File: src/rtl/core/sorted_key_range_query_core_macros.svh
// ----------------------------------------------------------------------------
// Assertion macros for the sorted key range query core
// Shared assertion shorthands used by the core's RTL files.
// ----------------------------------------------------------------------------
`ifndef SORTED_KEY_RANGE_QUERY_CORE_MACROS_SVH
`define SORTED_KEY_RANGE_QUERY_CORE_MACROS_SVH

// A property that must hold at every clock edge outside reset.
`define SKRQ_ASSERT(lbl, prop, msg) \
  lbl: assert property (@(posedge clk_i) disable iff (!rst_ni) (prop)) else $error(msg);

// A consequent that must hold in the same cycle as its antecedent.
`define SKRQ_ASSERT_IMP(lbl, ante, cons, msg) \
  lbl: assert property (@(posedge clk_i) disable iff (!rst_ni) (ante) |-> (cons)) \
    else $error(msg);

`endif

File: src/rtl/core/skrq_pkg.sv
// ----------------------------------------------------------------------------
// Sorted key range query package
// Sizes, command and status codes, and the search request and response types.
// ----------------------------------------------------------------------------
package skrq_pkg;

  // Number of entries in the key table.
  localparam int unsigned DEPTH  = 4096;
  // Table address width and width of a count that can hold DEPTH itself.
  localparam int unsigned ADDR_W = $clog2(DEPTH);
  localparam int unsigned CNT_W  = $clog2(DEPTH + 1);
  // Fixed field widths of the word interfaces.
  localparam int unsigned KEY_W  = 32;
  localparam int unsigned CMD_W  = 2;
  localparam int unsigned ST_W   = 2;
  localparam int unsigned IDX_W  = 13;

  typedef enum logic [CMD_W-1:0] {
    CMD_CLEAR  = 2'd0,
    CMD_APPEND = 2'd1,
    CMD_QUERY  = 2'd2
  } command_e;

  typedef enum logic [ST_W-1:0] {
    ST_OK    = 2'd0,
    ST_FULL  = 2'd1,
    ST_ORDER = 2'd2
  } status_e;

  // Request from the controller to the search engine.
  typedef struct packed {
    logic             start;
    logic [KEY_W-1:0] lower;
    logic [KEY_W-1:0] upper;
    logic [CNT_W-1:0] count;
  } search_req_t;

  // Response from the search engine: lane 0 is the lower bound position,
  // lane 1 the position just past the upper bound.
  typedef struct packed {
    logic             done;
    logic [CNT_W-1:0] first_pos;
    logic [CNT_W-1:0] end_pos;
  } search_rsp_t;

endpackage

File: src/rtl/core/skrq_search.sv
// ----------------------------------------------------------------------------
// Sorted key range query search engine
// Two binary searches interleaved on one memory read port, one lane a cycle.
// ----------------------------------------------------------------------------
`include "sorted_key_range_query_core_macros.svh"

module skrq_search
  import skrq_pkg::*;
(
  input  logic              clk_i,
  input  logic              rst_ni,
  input  search_req_t       req_i,
  output search_rsp_t       rsp_o,
  output logic              rd_en_o,
  output logic [ADDR_W-1:0] rd_addr_o,
  input  logic [KEY_W-1:0]  rd_data_i
);

  // Lane 0 finds the first key at or above the lower bound, lane 1 the
  // first key above the upper bound. The lanes take turns on the read port,
  // so each lane sees its read data during the other lane's turn.
  logic             busy_q, busy_d;
  logic             phase_q, phase_d;
  logic [CNT_W-1:0] lo_q [2];
  logic [CNT_W-1:0] lo_d [2];
  logic [CNT_W-1:0] hi_q [2];
  logic [CNT_W-1:0] hi_d [2];
  logic [CNT_W-1:0] mid_q [2];
  logic [CNT_W-1:0] mid_d [2];
  logic [KEY_W-1:0] bound_q [2];
  logic [KEY_W-1:0] bound_d [2];
  logic [1:0]       pend_q, pend_d;

  logic [CNT_W-1:0] mid_c [2];
  logic             cur, oth;
  logic             before_c;
  logic             done_c;

  always_comb begin
    for (int l = 0; l < 2; l++) begin
      mid_c[l] = lo_q[l] + ((hi_q[l] - lo_q[l]) >> 1);
    end
    cur = phase_q;
    oth = ~phase_q;
    done_c = busy_q && (lo_q[0] >= hi_q[0]) && (lo_q[1] >= hi_q[1]) && (pend_q == 2'b00);
    // The upper lane counts keys equal to its bound as lying before it.
    before_c = oth ? (rd_data_i <= bound_q[oth]) : (rd_data_i < bound_q[oth]);
  end

  always_comb begin
    busy_d   = busy_q;
    phase_d  = phase_q;
    lo_d     = lo_q;
    hi_d     = hi_q;
    mid_d    = mid_q;
    bound_d  = bound_q;
    pend_d   = pend_q;
    rd_en_o  = 1'b0;
    rd_addr_o = mid_c[cur][ADDR_W-1:0];

    if (busy_q) begin
      phase_d = ~phase_q;
      if (pend_q[oth]) begin
        if (before_c) begin
          lo_d[oth] = mid_q[oth] + CNT_W'(1);
        end else begin
          hi_d[oth] = mid_q[oth];
        end
        pend_d[oth] = 1'b0;
      end
      if (lo_q[cur] < hi_q[cur]) begin
        rd_en_o     = 1'b1;
        mid_d[cur]  = mid_c[cur];
        pend_d[cur] = 1'b1;
      end
      if (done_c) begin
        busy_d = 1'b0;
      end
    end

    if (req_i.start) begin
      busy_d     = 1'b1;
      phase_d    = 1'b0;
      pend_d     = 2'b00;
      lo_d[0]    = '0;
      lo_d[1]    = '0;
      hi_d[0]    = req_i.count;
      hi_d[1]    = req_i.count;
      bound_d[0] = req_i.lower;
      bound_d[1] = req_i.upper;
    end
  end

  always_ff @(posedge clk_i or negedge rst_ni) begin
    if (!rst_ni) begin
      busy_q  <= 1'b0;
      phase_q <= 1'b0;
      pend_q  <= 2'b00;
      for (int l = 0; l < 2; l++) begin
        lo_q[l]    <= '0;
        hi_q[l]    <= '0;
        mid_q[l]   <= '0;
        bound_q[l] <= '0;
      end
    end else begin
      busy_q  <= busy_d;
      phase_q <= phase_d;
      pend_q  <= pend_d;
      lo_q    <= lo_d;
      hi_q    <= hi_d;
      mid_q   <= mid_d;
      bound_q <= bound_d;
    end
  end

  assign rsp_o.done      = done_c;
  assign rsp_o.first_pos = lo_q[0];
  assign rsp_o.end_pos   = lo_q[1];

  `SKRQ_ASSERT(a_one_read_in_flight, !(pend_q[0] && pend_q[1]), "both lanes have reads in flight")
  `SKRQ_ASSERT_IMP(a_read_only_busy, rd_en_o, busy_q, "memory read issued while idle")
  `SKRQ_ASSERT_IMP(a_window_ordered, busy_q && !req_i.start,
    (lo_q[0] <= hi_q[0]) && (lo_q[1] <= hi_q[1]), "search window inverted")

endmodule

File: config.mk
export PLATFORM = sky130hd
export DESIGN_NAME = skrq_search
export DESIGN_NICKNAME = d
export VERILOG_FILES = /design/src/rtl/core/skrq_pkg.sv /design/src/rtl/core/skrq_search.sv
export VERILOG_INCLUDE_DIRS = /design/src /design/src/rtl/core
export SDC_FILE = /design/constraint.sdc
export NUM_CORES = 1
export LEC_CHECK = 0
export ABC_AREA = 1
export BUFFER_PORTS_ARGS = -buffer_cell sky130_fd_sc_hd__buf_2
export CORE_ASPECT_RATIO = 0.5
export CORE_MARGIN = 5
export CORE_UTILIZATION = 52
export DETAILED_ROUTE_END_ITERATION = 10
export GPL_TIMING_DRIVEN = 0
export PLACE_DENSITY = 0.73
export SLEW_MARGIN = 20
export SYNTH_ARGS = -nofsm -noshare
export SYNTH_HDL_FRONTEND = slang
export SYNTH_SLANG_ARGS = --single-unit
File: constraint.sdc
create_clock -name clk_i -period 9.13 [get_ports clk_i]
set_input_delay 1.826 -clock clk_i [delete_from_list [all_inputs] [get_ports clk_i]]
set_output_delay 1.826 -clock clk_i [all_outputs]
set_load 0.01 [all_outputs]
[Word-level counts from Yosys, hierarchy flattened]
Cells that the tools add are included.
Word-level totals
  flip-flop bits (word level): 146
  input bits: 112
  output and inout port bits: 40
  word-level logic and storage cells: 99
Cells by class
  $add $sub $neg: 5
  $lt $le $gt $ge: 13
  equality and inequality tests: 1
  muxes and demuxes: 49
  bitwise logic cells: 6
  reduce and logical (&&, ||, !) cells: 14
Operators with widths (number)
  2-to-1 mux 26 bit: 8
  2-to-1 mux 13 bit: 14
  2-to-1 mux 32 bit: 3
  bitwise mux 26 bit: 3
  <= comparator 32 bit: 1
  less-than comparator 32 bit: 1
  adder 13 x 12 -> 13 bit: 2
  demux 13 bit (select 1 bit): 2
  >= comparator 13 bit: 2
  subtractor 13 bit: 2
  adder 13 x 1 -> 13 bit, second input constant: 1
  less-than comparator 13 bit: 1
  2-to-1 mux 1 bit: 12
  2-to-1 mux 2 bit: 5
  logical AND 1 bit: 7
  AND reduction 3 bit: 2
  nonzero test 2 bit: 3
  >= comparator 2 bit, second input constant: 2
  less-than comparator 1 x 2 -> 1 bit, second input constant: 2
  less-than comparator 2 x 1 -> 1 bit, second input constant: 2
  NOT 1 -> 2 bit: 2
  AND 2 bit: 1
  demux 1 bit (select 1 bit): 2
  >= comparator 1 bit, second input constant: 2
  other kinds (6): 6

[Logic depth before layout (Yosys ltp)]
Gate-level depths: netlist of the first run.
  depth after elaboration: 13
  depth in mapped cells: 24
  mapped depth without buffers: 21

[Worst setup path after synthesis of the first run]
Ideal clock, no wire load.
  path type: flip-flop to output port
  start point: register lo_q, in the netlist rsp_o[14]
  end point: output rd_addr_o[9]
  data arrival time: 3.067 ns
  required time: 7.304 ns
  slack: 4.237 ns
  cell stages (with the launch flop): 16
  buffers on the path: 0
  cell sequence: dfrtp_1 inv_1 ha_1 nand2_1 o21ai_0 a31oi_1 o21ai_0 a21oi_1 xor2_1 ha_1 a21oi_1 o21a_1 nand3_1 nand2_1 nand2_1 o21ai_0
On the way
  cells in the longest elaborated chain, start to end: 5
Ends and longest elaborated chain
  start, declared: RTL line skrq_search.sv:24  | logic [CNT_W-1:0] lo_q [2];
  start signal, assigned: RTL line skrq_search.sv:109  | lo_q <= lo_d;
  subtractor 13 bit: RTL line skrq_search.sv:41  | mid_c[l] = lo_q[l] + ((hi_q[l] - lo_q[l]) >> 1);
  adder 13 x 12 -> 13 bit (*): RTL line skrq_search.sv:41
  2-to-1 mux 13 bit (*) (3 in series)
  end, declared: RTL line skrq_search.sv:15  | output logic [ADDR_W-1:0] rd_addr_o,
Every way passes the cells marked *; elsewhere a longest branch is shown, timed or not. The select of a mux whose other input is x is not followed.

[Final worst setup path of the first run]
  start point: register lo_q, in the netlist rsp_o[14]
  end point: output rd_addr_o[10]
The elaborated chain is that of the path after synthesis.

==> results of run 1 <==
## worst paths after layout
| path | cells past startpoint | endpoint | from | slack [ns] |
|---|---|---|---|---|
| worst min-delay path | 2 | bound_q[28] | bound_q[28] | 0.47 |
| max in group asynchronous | 2 | bound_q[55] | rst_ni | 7.01 |
| worst max-delay path | 16 | rd_addr_o[10] | rsp_o[14] | 2.63 |
| worst max register to register | 17 | mid_q[10] | rsp_o[14] | 4.86 |
| worst min register to register | 2 | bound_q[28] | bound_q[28] | 0.47 |
| min in group asynchronous | 1 | mid_q[11] | rst_ni | 1.29 |
## layout by cell type, fill, tap and decap left out, drive strengths merged, types with 2 or more instances in the layout
master    Yosys  layout
a21boi        2       2
a21o          6       6
a21oi        79      79
a31oi         4       4
buf          32     183
clkbuf       27      45
clkinv        2       9
clkinvlp      0       4
dfrtp       146     146
fa            4       4
ha           97      97
inv         131     134
mux2i        11      11
nand2       518     518
nand3        40      40
nand3b        3       3
nand4        65      65
nor2         56      56
nor3          7       7
o2111ai       2       2
o21a          7       7
o21ai       167     167
o31ai         3       3
or2           2       2
xnor2         7       7
xor2         25      25
## per-layer routing
layer  part of all wire (%)  wire length (µm)  vias up  track usage (%)
met4                    1.6               584        0             6.73
met2                     42             15700      546             45.4
li1                       -                 -     5154                -
met1                     44             16400     5107             46.0
met3                     12              4280       38             8.19
met5                      0                 0        -                0
## cell type report
type / count / area [µm²] / area share [%]
Tap cell: 273 / 342 / 2.75
Timing Repair Buffer: 151 / 788 / 6.36
Inverter: 133 / 502 / 4.05
Clock buffer: 18 / 439 / 3.54
Sequential cell: 146 / 3650 / 29.5
Buffer: 59 / 347 / 2.80
Multi-Input combinational cell: 1113 / 6220 / 50.2
Clock inverter: 14 / 109 / 0.878
## tightest hold or removal path, delay by kind of cell, from the launching register on
kind	cells	cell delay (ns)
AND/OR/NAND/NOR	2	0.09
flip-flops	1	0.34
## registers in the layout, summed over array words and instances (netlist names)
signal and cells:
busy_q 1, mid_q 26, pend_q 2, hi_q 26, rsp_o 26, cur 1
bound_q 64
## per-stage QoR
stage	setup WS, ns	utilization, %	hold slack [ns]	instance area, µm²
final	2.63	60.7	0.468	12400
after global routing	2.30	60.7	0.486	12400
after CTS	2.73	60.7	0.470	12400
after detailed placement	3.24	58.0	0.454	11900
after global placement	3.22	57.9	0.450	11800
after floorplan	4.24	-	0.437	10700
## kinds of logic after synthesis
| kind of cell | Yosys count | share of synthesized area (%) |
|---|---|---|
| compound gates | 275 | 14.0 |
| xor+xnor | 32 | 2.61 |
| flops | 146 | 34.1 |
| mux | 11 | 1.03 |
| simple gates | 694 | 28.3 |
| fa+ha+maj | 101 | 12.1 |
| buf+inv | 192 | 7.91 |
==> run summary, run 1 <==
drc violations: 0
Antenna Nets Post-Route: 0
Unique masters post-synth: 51
average size of a mapped cell: 7.39 µm²
ANT cells: 0
CTS clk-pin slew, worst paths: 0.07 ns
period utilisation layout: 71.2%
CP Buf/Inv Count: 2
Slowest cell on crit path: o21ai_0
Worst-Skew Late Latency: 0.44 ns
cell mode on critical path: o21ai_0
final WL: 36900 µm
post-synthesis sequential area ratio: 34.1%
# port buffers: 150
initial antenna violation count: 0
DIE AREA: 23800 µm²
placed instance count: 1875
CTS tree: yes
total CTS buffers: 17
CTS Root Cell: clkbuf_16
gr usage total: 30.9%
CTS resizes: 0
Post-DP HPWL: 29500 µm
final non-filler cell total: 1907
die height: 112 µm
Syn Inst Count: 1451
DR WL/cell: 19.4 µm
most frequent cell after synthesis: nand2_1
DIE WIDTH: 213 µm
CP cell instances: inv_1 > ha_1 > nand2_1 > o21ai_0 > a31oi_1 > o21ai_0 > a21oi_1 > xor2_1 > ha_1 > nand2_1 > nor2_1 > nand3_1 > nand3_1 > nor2_1 > o21ai_0 > buf_2
RSZ-0062 raised after global routing: no
Slew HR: 46.9%
Worst path max stage delay: 0.63 ns
Pre-antenna DRT Iters: 6
Post-synth top cells: nand2_1 (499), o21ai_0 (156), dfrtp_1 (146)
Post-CTS Hold Buffers: 0
hold crit path type: reg -> reg
Worst setup EP type: primary output
Clock Sinks: 146
Synth Cell Area: 10700 µm²
Initial Util: 52.5%
layout cells sized above 1: 15.7%
Crit Path Max Fanout: 6
area of the core: 20400 µm²
minimum clock period: 6.50 ns
Final Hold Viols: 0
Arr. time, crit path: 4.67 ns
routed vias: 10800
cells taking the most area after synthesis: dfrtp_1 (34%), nand2_1 (17%), ha_1 (11%)
Clock Skew: 0.0130 ns
register bit total from synthesis: 146
Slew Viols, Final: 0
Post-Route Setup TNS: 0 ns
Slew @ Worst Pin: 0.789 ns
final net count: 1834
top_reg_cell synth: dfrtp_1
Syn Nets: 1664
largest area contributor in the synthesized netlist: dfrtp_1
status: complete, no violations
largest net degree at the start of global routing: 99
P&R area growth vs syn: 15.6%
Synth top area share: 34.1%
Worst EP required: 7.30 ns
Max-cap violations: 0
vias in the first global route: 10200
final setup violating endpoints: 0
Top Ports: 152
Setup Fix Bufs, Post-CTS: 0
1st-iter DRT viols: 1455
clk buf depth: 2
Max Clock Freq: 154 MHz
Synth Warn #: 0
Placer Congestion: 0.988
first-pass GRT wire length: 56500 µm
H-Tree Depth: 4
num rows: 37
total congestion overflow: 0
delay-heaviest family, CP: compound AO/OA/AOI/OAI gates
routed vias/inst: 5.69
crit path kind: reg -> out
EDFF count, synth: 0
Critical Path Start Type: flop
Layout fillers: 1881
asr flop ratio synth: 100%
Power of run 1 is not shown: default switching activity piles up to over one toggle a cycle in this logic, so the estimate is an artifact.
==> run 2, diff against run 1 <==
PLACE_DENSITY = 0.76   (was 0.73)
clock period = 5.5 ns   (was 9.13 ns; I/O delays follow)
==> run 2 against run 1 <==
Count of clock-buffer cells in the layout increased by 5; clock skew decreased by 0.0043 ns; hold slack got worse by 0.0023 ns; die area unchanged; worst setup slack got worse by 2.4 ns; core utilization increased by 0.13 points; non-clock buffer count unchanged; global-route usage about the same; critical path type unchanged; highest routed layer is now met5.
==> run summary, run 2 (synthesized netlist as in run 1, its figures left out) <==
Placer Congestion: 0.990
minimum clock period: 5.27 ns
routed vias/inst: 5.72
1st-iter DRT viols: 1257
Worst setup EP type: primary output
gr usage total: 30.9%
Max Clock Freq: 190 MHz
H-Tree Depth: 4
Worst EP required: 4.40 ns
CTS Root Cell: clkbuf_16
commonest non-fill, non-tap cells in the layout: nand2_1 (499), buf_2 (158), o21ai_0 (151)
number of flip-flops in the largest register: 64
Clock Skew: 0.00869 ns
Slew @ Worst Pin: 0.810 ns
Antenna Nets Post-Route: 0
Pre-antenna DRT Iters: 6
routed vias: 10900
DR WL/cell: 19.5 µm
first-pass GRT wire length: 56700 µm
hold crit path type: reg -> reg
Layout fillers: 1888
Setup Fix Bufs, Post-CTS: 0
Crit Path Max Fanout: 5
initial antenna violation count: 2
Clock Sinks: 146
placed instance count: 1875
Storage cell area: 3650 µm²
Slew HR: 45.5%
area of the core: 20400 µm²
Post-DP HPWL: 29400 µm
Arr. time, crit path: 4.17 ns
largest net degree at the start of global routing: 80
CTS tree: yes
Worst-Skew Late Latency: 0.44 ns
Initial Util: 52.5%
Max-cap violations: 0
total CTS buffers: 17
DIE AREA: 23800 µm²
Critical Path Start Type: flop
CTS clk-pin slew, worst paths: 0.06 ns
most common cell after layout, fill and taps aside: nand2_1
drc violations: 0
num rows: 37
Slew Viols, Final: 0
multi-input logic area: 6230 µm²
layout cells sized above 1: 15.7%
total congestion overflow: 0
final WL: 37100 µm
vias in the first global route: 10300
final non-filler cell total: 1906
Final Hold Viols: 0
final net count: 1834
DIE WIDTH: 213 µm
status: complete, no violations
crit path kind: reg -> out
period utilisation layout: 95.8%
clk buf depth: 2
Post-Route Setup TNS: 0 ns
die height: 112 µm
Post-CTS Hold Buffers: 0
P&R area growth vs syn: 15.9%
largest reg by FF count: bound_q
Top Ports: 152
final setup violating endpoints: 0
Finished Cell Area: 12400 µm²
# port buffers: 150
RSZ-0062 raised after global routing: no
Placed Area: 11900 µm²
==> run 2: cell types whose count changed in the layout (fill, tap and decap cells not counted), sizes merged <==
cell / delta
bufinv: +1
clkbuf: +5
clkinv: -6
diode: +1
inv: -2
==> run 2: final cells by class <==
cell class,instances,area share (%)
multi-input cells,1113,50.2
flip-flops and latches,146,29.4
repair buffers,151,6.34
inverters,133,4.04
clock buffers,23,3.85
plain buffers,59,2.79
well taps,273,2.75
clock inverters,7,0.624
diodes,1,0.0201
==> run 2: layer usage <==
metal	share of wire [%]	track usage, %
met3	12	8.25
met1	44	45.2
met2	41	45.2
met4	2.7	8.44
met5	0.073	0
==> run 2: final timing paths <==
path | startpoint | end | slack [ns] | cells after the start
max in group asynchronous | rst_ni | bound_q[5] | 4.07 | 2
min in group asynchronous | rst_ni | mid_q[7] | 0.61 | 1
min | bound_q[26] | bound_q[26] | 0.47 | 2
min reg2reg | bound_q[26] | bound_q[26] | 0.47 | 2
max reg2reg | cur | mid_q[20] | 1.34 | 15
max | rsp_o[0] | rd_addr_o[6] | 0.23 | 12
==> run 2: stage by stage <==
stage               hold slack, ns  util, %  setup slack, ns
global placement             0.450     57.9            0.321
floorplan                    0.437        -             1.33
finish                       0.466     60.9            0.231
CTS                          0.470     60.8           0.0416
detailed placement           0.455     58.0            0.361
global route                 0.480     60.9           0.0252
==> run 2: critical path, cell delays in order (launching register included) <==
cell and delay, ns:
dfrtp_1 0.49, ha_1 0.29, fa_1 0.44, nor3_1 0.22, nor2_1 0.10, xnor2_1 0.30
ha_1 0.34, a21oi_1 0.23, o21ai_0 0.15, a21oi_1 0.20, nor2_1 0.06, o21ai_0 0.65
buf_2 0.26
==> run 2: repair_timing <==
item / 4_1_cts / 5_1_grt
endpoints found under the setup margin: 2 / 5
pin swaps: 0 / 0
resized for setup: 2 / 8
Power of run 2 is left out for the same reason.
==> run 3, diff against run 2 <==
ABC_AREA = default   (was 1)
MAX_ROUTING_LAYER = met4   (was default)
PLACE_DENSITY = 0.77   (was 0.76)
==> run 3 against run 2 <==
Worst setup slack worse by 0.013 ns; global-route usage down 2.5 points; cell count down 23%; core utilization up 1.0 points; sequential share of layout area up 1.1 points; non-clock buffer count down 15; via count down 18%; design area down 3.7%; die area down 4.8%.
==> run summary, run 3 <==
post-synthesis sequential area ratio: 35.9%
register bit total from synthesis: 146
Synth Cell Area: 10200 µm²
final net count: 1397
die height: 109 µm
EDFF count, synth: 0
Syn Inst Count: 1013
Critical Path Start Type: flop
Layout Utilization: 61.9%
DIE AREA: 22600 µm²
gr usage total: 28.4%
# port buffers: 151
Synth top area share: 35.9%
total CTS buffers: 17
Post-synth top cells: dfrtp_1 (146), ha_1 (97), mux2_2 (94)
Power Density: 394 nW/µm²
cells taking the most area after synthesis: dfrtp_1 (36%), ha_1 (12%), mux2_2 (10%)
vias in the first global route: 9066
Placer Congestion: 0.960
Worst EP required: 4.40 ns
CTS Root Cell: clkbuf_16
period utilisation layout: 96.1%
Arr. time, crit path: 4.18 ns
Clock Sinks: 146
clock share of power: 23.1%
num rows: 36
leakage power: 5.47 nW
P&R area growth vs syn: 17.6%
Net Sw Frac: 40.8%
Max Clock Freq: 189 MHz
most frequent cell after synthesis: dfrtp_1
asr flop ratio synth: 100%
cell mode on critical path: buf_2
placed instance count: 1431
Slew @ Worst Pin: 0.917 ns
largest area contributor in the synthesized netlist: dfrtp_1
initial antenna violation count: 2
Pre-antenna DRT Iters: 5
routed vias/inst: 6.08
Slew HR: 38.5%
Max-cap violations: 0
Crit Path Max Fanout: 19
met2 wire length: 14000 µm
Final Hold Viols: 0
status: complete, no violations
Initial Util: 52.6%
commonest non-fill, non-tap cells in the layout: buf_2 (160), dfrtp_1 (144), ha_1 (96)
number of flip-flops in the largest register: 64
most common cell after layout, fill and taps aside: buf_2
maximum VDD drop: 186 µV
Storage cell area: 3660 µm²
WL met3: 3070 µm
Synth Warn #: 0
largest net degree at the start of global routing: 97
Worst-Skew Late Latency: 0.43 ns
drc violations: 0
routed vias: 8902
final non-filler cell total: 1464
multi-input logic area: 6230 µm²
minimum clock period: 5.28 ns
Flop pwr share: 32.0%
Worst setup EP type: primary output
RSZ-0062 raised after global routing: no
total congestion overflow: 0
Slowest cell on crit path: dfrtp_2
layout cells sized above 1: 28.6%
top_reg_cell synth: dfrtp_1
clk buf depth: 2
Comb pwr share: 45.0%
DIE WIDTH: 208 µm
Antenna Nets Post-Route: 0
Top Layer Used: met4
final WL: 31200 µm
Clock Skew: 0.0147 ns
Post-DP HPWL: 25000 µm
CP cell instances: buf_2 > buf_2 > clkbuf_2 > buf_2 > o21ai_0 > ha_1 > o311ai_0 > a21oi_1 > o31ai_1 > a31oi_1 > inv_1 > buf_2
crit path kind: reg -> out
met1 WL: 13500 µm
CTS tree: yes
Power Internal: 2.79 mW
area of the core: 19300 µm²
Syn Nets: 1226
hold crit path type: reg -> reg
Unique masters post-synth: 64
largest reg by FF count: bound_q
Sw Pwr: 1.92 mW
DR WL/cell: 21.3 µm
CTS clk-pin slew, worst paths: 0.06 ns
Post-CTS Hold Buffers: 0
Layout fillers: 1588
first-pass GRT wire length: 48900 µm
Worst path max stage delay: 0.51 ns
final setup violating endpoints: 0
H-Tree Depth: 4
Top Ports: 152
Slew Viols, Final: 0
1st-iter DRT viols: 663
average size of a mapped cell: 10.0 µm²
==> run 3: power by group through the flow <==
stage / clock [mW] / combinational (mW) / sequential (mW)
floorplan: 0 / 1.43 / 1.42
global placement: 0 / 1.96 / 1.50
detailed placement: 0 / 2.02 / 1.51
CTS: 1.10 / 2.05 / 1.49
global route: 1.15 / 2.33 / 1.52
finish: 1.09 / 2.12 / 1.50
==> run 3: final timing paths <==
| check | from | to | slack [ns] | cells after the start |
|---|---|---|---|---|
| setup / recovery | cur | rd_en_o | 0.22 | 12 |
| hold / removal | bound_q[0] | bound_q[0] | 0.50 | 1 |
| setup reg to reg | cur | rsp_o[5] | 0.58 | 14 |
| hold reg to reg | bound_q[0] | bound_q[0] | 0.50 | 1 |
| max in group asynchronous | rst_ni | rsp_o[13] | 4.06 | 2 |
| min in group asynchronous | rst_ni | bound_q[28] | 0.57 | 1 |
==> run 3: kinds of logic after synthesis <==
| logic type | share of synthesized area [%] |
|---|---|
| adders and majority gates | 12.7 |
| DFF | 35.9 |
| AOI/OAI and AO/OA | 17.7 |
| xor gates and xnor gates | 4.31 |
| buffers and inverters | 3.74 |
| and+or+nand+nor | 10.8 |
| muxes | 14.8 |
==> run 3: layout make-up <==
type                       count  share of cell area, %
tap                          266                   2.78
clock buffer                  20                   3.90
antenna                        2                 0.0418
sequential                   146                   30.6
clock inverter                11                  0.680
multi-input combinational    778                   52.1
buffer                        41                   1.76
timing repair buffer         154                   6.76
inverter                      46                   1.44
==> run 3: routing by layer <==
layer  GRT usage, %  up-vias
li1               -     4111
met1           36.7     4342
met2           44.9      405
met3           8.34       44
met4           6.93        0
met5              -        -
==> run 3: stage by stage <==
| stage | setup slack [ns] | hold WS (ns) | TNS, ns | area, µm² | power, mW |
|---|---|---|---|---|---|
| after floorplan | 0.983 | 0.475 | 0 | 10200 | 2.85 |
| after global placement | -0.678 | 0.488 | -15.19 | 11300 | 3.46 |
| after detailed placement | -0.616 | 0.495 | -11.82 | 11300 | 3.53 |
| after CTS | 0.00980 | 0.508 | 0 | 11900 | 4.64 |
| after global routing | 0.0114 | 0.518 | 0 | 12000 | 5.00 |
| final | 0.217 | 0.502 | 0 | 12000 | 4.71 |
==> run 3: critical path: cells and delay by family (launching register included) <==
kind / cells / cell delay, ns
buf+inv: 6 / 1.89
compound gates: 5 / 1.05
fa+ha+maj: 1 / 0.30
flops: 1 / 0.51
==> run 3: repair_timing <==
item / in CTS / in global routing
endpoints found under the setup margin: 57 / 25
resized for setup: 10 / 18
pin swaps: 3 / 4
buffers inserted: 2 / 0
Power figures use the tool's default switching activity.
